`config.mk`:
```
export PLATFORM = sky130hd
export DESIGN_NAME = cwp_aabb
export DESIGN_NICKNAME = d
export VERILOG_FILES = /design/src/design/cwp_pkg.sv /design/src/design/cwp_aabb.sv
export SDC_FILE = /design/constraint.sdc
export NUM_CORES = 2
export LEC_CHECK = 0
export BUFFER_PORTS_ARGS = -buffer_cell sky130_fd_sc_hd__buf_2
export CAP_MARGIN = 10
export CORE_ASPECT_RATIO = 2
export CORE_MARGIN = 10
export CORE_UTILIZATION = 35
export CTS_BUF_LIST = sky130_fd_sc_hd__clkbuf_8
export DETAILED_ROUTE_END_ITERATION = 10
export GPL_TIMING_DRIVEN = 0
export PLACE_DENSITY = 0.58
export SLEW_MARGIN = 20
export SYNTH_ARGS = -nofsm -noshare
export SYNTH_HDL_FRONTEND = slang
export SYNTH_SLANG_ARGS = --single-unit
```
`constraint.sdc`:
```
create_clock -name clk -period 60.7 [get_ports clk]
set_input_delay 12.14 -clock clk [delete_from_list [all_inputs] [get_ports clk]]
set_output_delay 12.14 -clock clk [all_outputs]
set_load 0.01 [all_outputs]
```
`src/design/cwp_pkg.sv`:
```
`timescale 1ns / 1ps
// Shared types, constants and fixed-point helpers for the collider world pose unit.
// Used by every module of the block but cwp_ram; depends on nothing else.
package cwp_pkg;

  localparam int QUAT_BITS      = 30;
  localparam int WORDS_PER_BONE = 12;
  localparam int NUM_LANES      = 8;
  localparam int NUM_STAGES     = 8;
  localparam int IN_DATA_W      = 328;
  localparam int IN_USER_W      = 5;
  localparam int OUT_DATA_W     = 288;
  localparam int OUT_USER_W     = 2;
  localparam int CFG_ADDR_W     = 6;
  localparam int CFG_DATA_W     = 64;
  localparam logic [3:0] LAST_PRIM_KIND = 4'd5;

  typedef logic [31:0] word_t;
  typedef word_t [2:0] vec_t;
  typedef word_t [3:0] quat_t;
  typedef word_t [WORDS_PER_BONE-1:0] mat_t;
  typedef vec_t [NUM_LANES-1:0] corners_t;
  typedef logic signed [63-QUAT_BITS:0] qprod_t;

  typedef enum logic [1:0] {
    SHAPE_SPHERE  = 2'd0,
    SHAPE_CAPSULE = 2'd1,
    SHAPE_BOX     = 2'd2
  } shape_t;

  typedef enum logic [2:0] {
    REG_OWNER0        = 3'd0,
    REG_OWNER1        = 3'd1,
    REG_OWNER2        = 3'd2,
    REG_OWNER3        = 3'd3,
    REG_OWNER4        = 3'd4,
    REG_OWNER5        = 3'd5,
    REG_OWNER_PRESENT = 3'd6,
    REG_BONE_COUNT    = 3'd7
  } reg_idx_t;

  typedef enum logic {
    OP_LOAD = 1'b0,
    OP_PRIM = 1'b1
  } op_t;

  typedef struct packed {
    logic [NUM_STAGES-1:0] en;
  } pipe_ctrl_t;

  function automatic word_t sat32(input logic signed [63:0] x);
    word_t r;
    if (x > 64'sd2147483647) begin
      r = 32'h7fff_ffff;
    end else if (x < -64'sd2147483648) begin
      r = 32'h8000_0000;
    end else begin
      r = x[31:0];
    end
    return r;
  endfunction

  function automatic word_t neg_sat(input word_t x);
    word_t r;
    if (x == 32'h8000_0000) begin
      r = 32'h7fff_ffff;
    end else begin
      r = 32'd0 - x;
    end
    return r;
  endfunction

  function automatic qprod_t qmul(input word_t q, input word_t v);
    logic signed [63:0] p;
    p = $signed(q) * $signed(v);
    return p[63:QUAT_BITS];
  endfunction

endpackage

```
`src/design/cwp_aabb.sv`:
```
`timescale 1ns / 1ps
// Bounds reduction over the eight corner lanes and result formatting, two stages.
// Depends on cwp_pkg.
module cwp_aabb (
  input  logic                clk,
  input  cwp_pkg::pipe_ctrl_t ctrl,
  input  cwp_pkg::shape_t     cls,
  input  cwp_pkg::word_t      radius,
  input  cwp_pkg::corners_t   corners,
  output cwp_pkg::shape_t     res_kind,
  output cwp_pkg::vec_t       res_a,
  output cwp_pkg::vec_t       res_b,
  output cwp_pkg::vec_t       res_ext
);
  import cwp_pkg::*;

  vec_t   lo_c, hi_c;
  vec_t   lo6, hi6, p0_6, p1_6;
  shape_t cls6;
  word_t  rad6;
  vec_t   a_c, b_c, ext_c;

  always_comb begin
    for (int a = 0; a < 3; a++) begin
      lo_c[a] = corners[0][a];
      hi_c[a] = corners[0][a];
      for (int c = 1; c < NUM_LANES; c++) begin
        if ($signed(corners[c][a]) < $signed(lo_c[a])) begin
          lo_c[a] = corners[c][a];
        end
        if ($signed(corners[c][a]) > $signed(hi_c[a])) begin
          hi_c[a] = corners[c][a];
        end
      end
    end
  end

  always_ff @(posedge clk) begin
    if (ctrl.en[6]) begin
      lo6  <= lo_c;
      hi6  <= hi_c;
      p0_6 <= corners[0];
      p1_6 <= corners[1];
      cls6 <= cls;
      rad6 <= radius;
    end
  end

  always_comb begin
    logic signed [32:0] s;
    logic signed [32:0] d;
    a_c   = p0_6;
    b_c   = '0;
    ext_c = '0;
    unique case (cls6)
      SHAPE_SPHERE: begin
        ext_c[0] = rad6;
      end
      SHAPE_CAPSULE: begin
        b_c      = p1_6;
        ext_c[0] = rad6;
      end
      default: begin
        for (int a = 0; a < 3; a++) begin
          s = $signed(lo6[a]) + $signed(hi6[a]);
          d = $signed(hi6[a]) - $signed(lo6[a]);
          a_c[a]   = s[32:1];
          ext_c[a] = d[32:1];
        end
      end
    endcase
  end

  always_ff @(posedge clk) begin
    if (ctrl.en[7]) begin
      res_kind <= cls6;
      res_a    <= a_c;
      res_b    <= b_c;
      res_ext  <= ext_c;
    end
  end

endmodule

```
==> results by group <==
Finish
  – Area delta synth->final: 15.91%
  – Finished Cell Area: 91990 µm²
  – Layout cell share with drive strength beyond 1: 15.66%
  – Register area: 21260 µm²
  – Layout net count: 12610
  – Area of the multi-input gates: 52460 µm²
  – Fillers: 23300

Place
  – DP Area: 88910 µm²
  – Gpl congestion: 1.067
  – Post-DP HPWL: 442000 µm
  – Port Buffers: 1094

Floorplan
  – Die X: 356.7 µm
  – Rows: 247
  – Initial Utilization: 35.13%
  – I/O Pins: 1101
  – Total Die Area: 247400 µm²
  – Core area: 225900 µm²
  – Die H: 693.4 µm

Flow run
  – MaxCap Viol Count: 0

Timing
  – TNS Setup: 0 ns
  – Tcrit/Tclk final: 68.64%
  – Fmax achieved: 24.00 MHz
  – Tmin final: 41.66 ns
  – Max Clock Skew: 0.08771 ns
  – Final Setup Violations: 0
  – Slew HR: 10.65%
  – Slew @ Worst Pin: 1.340 ns
  – Hold Fails Final Rpt: 0
  – RSZ-0062 raised after global routing: no
  – Slew Viols, Final: 0

Detailed routing
  – Drt pass-1 iters: 9
  – Post-Route WL: 501400 µm
  – Final ANT Viol Nets: 0
  – Vias per cell: 5.785
  – Initial DRC Count: 6580
  – WL per Instance: 36.64 µm
  – DR vias: 79160
  – # DRC: 5

Logic synthesis
  – Yosys top cell by area: edfxtp_1
  – Most instantiated library cell after synthesis: ha_1
  – Mapped cell area: 79360 µm²
  – Ys flop type: edfxtp_1
  – Syn nets: 11390
  – Post-synth EDFFs: 708
  – Top cells by area, synth: edfxtp_1, ha_1, mux2i_1
  – FF+latch count, synth: 708
  – Share of the synthesized area in the top cell type: 26.79%
  – Total of warnings raised by yosys: 0
  – Yosys cell types: 109
  – Seq/Total Area, Yosys: 26.79%
  – Synth Instances: 9185
  – Syn_area_per_cell: 8.641 µm²
  – Commonest cells post-synth: ha_1, inv_1, a21oi_1, edfxtp_1, o21ai_0
  – Async SR Flop Fraction: 0%

Setup path
  – Crit path launch: corners[90]
  – Worst EP required: 61.46 ns
  – Critical Path Source Type: primary input
  – Setup CP Type: primary input to flop
  – Critical path arrival: 42.43 ns
  – CP delay by family, top: compound AO/OA/AOI/OAI gates
  – Crit path top cell by count: a21oi_1
  – Critical R2R Launch: lo6[0]$_DFFE_PP_
  – Worst path slowest cell: o21ai_0
  – CP Max Fanout: 10
  – Reg2reg setup slack: 53.27 ns
  – Bufs and invs on worst path: 19
  – Crit path capture type: flop
  – Critical Path Max Stage Delay: 0.92 ns

Clocking
  – Post CTS Setup Buffer Count: 0
  – Root buf cell: clkbuf_8
  – Worst skew pair latency: 0.94 ns
  – CTS tree: yes
  – CTS Hold Bufs: 0
  – Clk buf depth: 3
  – Worst-path clk slew: 0.07 ns
  – CTS sink count: 708
  – Inserted Clock Buffers: 114
  – H-tree depth: 3
  – Post-CTS sizing: 0

Outcome
  – Status: finished, violations left
  – Failing checks: DRC

Global routing
  – Gr usage total: 38.74%
  – Initial antenna violation count: 340
  – Vias in the first global route: 79240
  – Largest net degree at the start of global routing: 98
  – Grt ovf: 0
  – First-pass GRT wire length: 655100 µm

Power and ir drop
  – Internal power: 2.986 mW
  – Net Sw Power: 4.104 mW
  – Sw Share: 57.88%
  – Leak: 44.35 nW
  – Worst vdd ir: 51.20 µV
  – Comb power frac: 79.7%
  – Power per cell area: 77.07 nW/µm²
  – Clk pwr share: 7.0%
  – Share of power burned in registers: 13.3%

Hold path
  – Hold Crit Start: p1_6[72]$_DFFE_PP_
  – Hold WC Path Type: flop to flop
[flip-flops by register name (all words and copies together), names as in the netlist]
register	flops
res_b	96
res_a	96
lo6	96
hi6	96
p0_6	96
cls6	2
res_kind	2
p1_6	96
res_ext	96
rad6	32
[worst paths after layout]
path              cells after the start                       to
setup / recovery                    106        hi6[94]$_DFFE_PP_
hold / removal                        1  res_b[72]$_SDFFCE_PN0P_
setup reg to reg                     26    res_ext[27]$_DFFE_PP_
hold reg to reg                       1  res_b[72]$_SDFFCE_PN0P_
[per-layer routing]
| layer | routed length (µm) | part of all wire (%) | global-route usage (%) |
|---|---|---|---|
| met1 | 146100 | 29 | 32.74 |
| met2 | 247200 | 49 | 68.63 |
| met3 | 39120 | 7.8 | 10.30 |
| met4 | 68090 | 14 | 43.54 |
| met5 | 842 | 0.17 | 0 |
[layout by cell type (no fill, tap or decap), types with 160 or more instances in the layout]
cell      count
a21o_1      248
a21oi_1     796
buf_2      1106
clkbuf_1    258
diode_2     198
edfxtp_1    708
ha_1       1386
inv_1      1216
mux2_2      247
mux2i_1     480
nand2_1     601
nand2b_1    160
nand4_1     229
nor2_1      612
nor2b_1     198
o21ai_0     682
[power groups by stage]
stage          logic [mW]  clock network [mW]  registers, mW
2_1_floorplan        3.32                   0          0.922
3_3_place_gp         5.47                   0          0.950
3_5_place_dp         5.53                   0          0.947
4_1_cts              5.57               0.506          0.940
5_1_grt              5.99               0.523          0.950
6_report             5.65               0.495          0.943
[cells by family (layout without fill, tap and decap cells)]
| logic type | Yosys count | in the layout | share of synthesized area [%] |
|---|---|---|---|
| flip-flops | 708 | 708 | 26.79 |
| multiplexers | 732 | 732 | 9.637 |
| AO/OA/AOI/OAI | 2355 | 2355 | 17.98 |
| other | 0 | 198 | 0 |
| XOR/XNOR | 167 | 167 | 1.852 |
| AND/OR/NAND/NOR | 2316 | 2316 | 14.44 |
| buffers and inverters | 1509 | 2822 | 7.230 |
| adder cells (fa/ha/maj) | 1398 | 1398 | 22.08 |
[stage by stage]
stage	power [mW]	utilization, %	setup slack (ns)	cells	hold slack, ns
CTS	7.013	40.50	19.75	13490	0.5123
finish	7.090	40.72	19.04	13680	0.5117
global placement	6.424	39.21	16.88	13270	0.4985
detailed placement	6.479	39.36	18.81	13280	0.5014
global route	7.468	40.58	18.30	13560	0.5318
floorplan	4.237	-	29.31	9185	0.4180
[final cells by class]
cell class	count	share of cell area, %
clock inverters	96	1.096
plain buffers	308	1.344
clock buffers	114	1.706
multi-input cells	6968	57.03
flip-flops and latches	708	23.11
well taps	2988	4.064
diodes	198	0.5386
inverters	1201	4.900
repair buffers	1103	6.213
No activity file was read; power rests on OpenSTA's default activity.
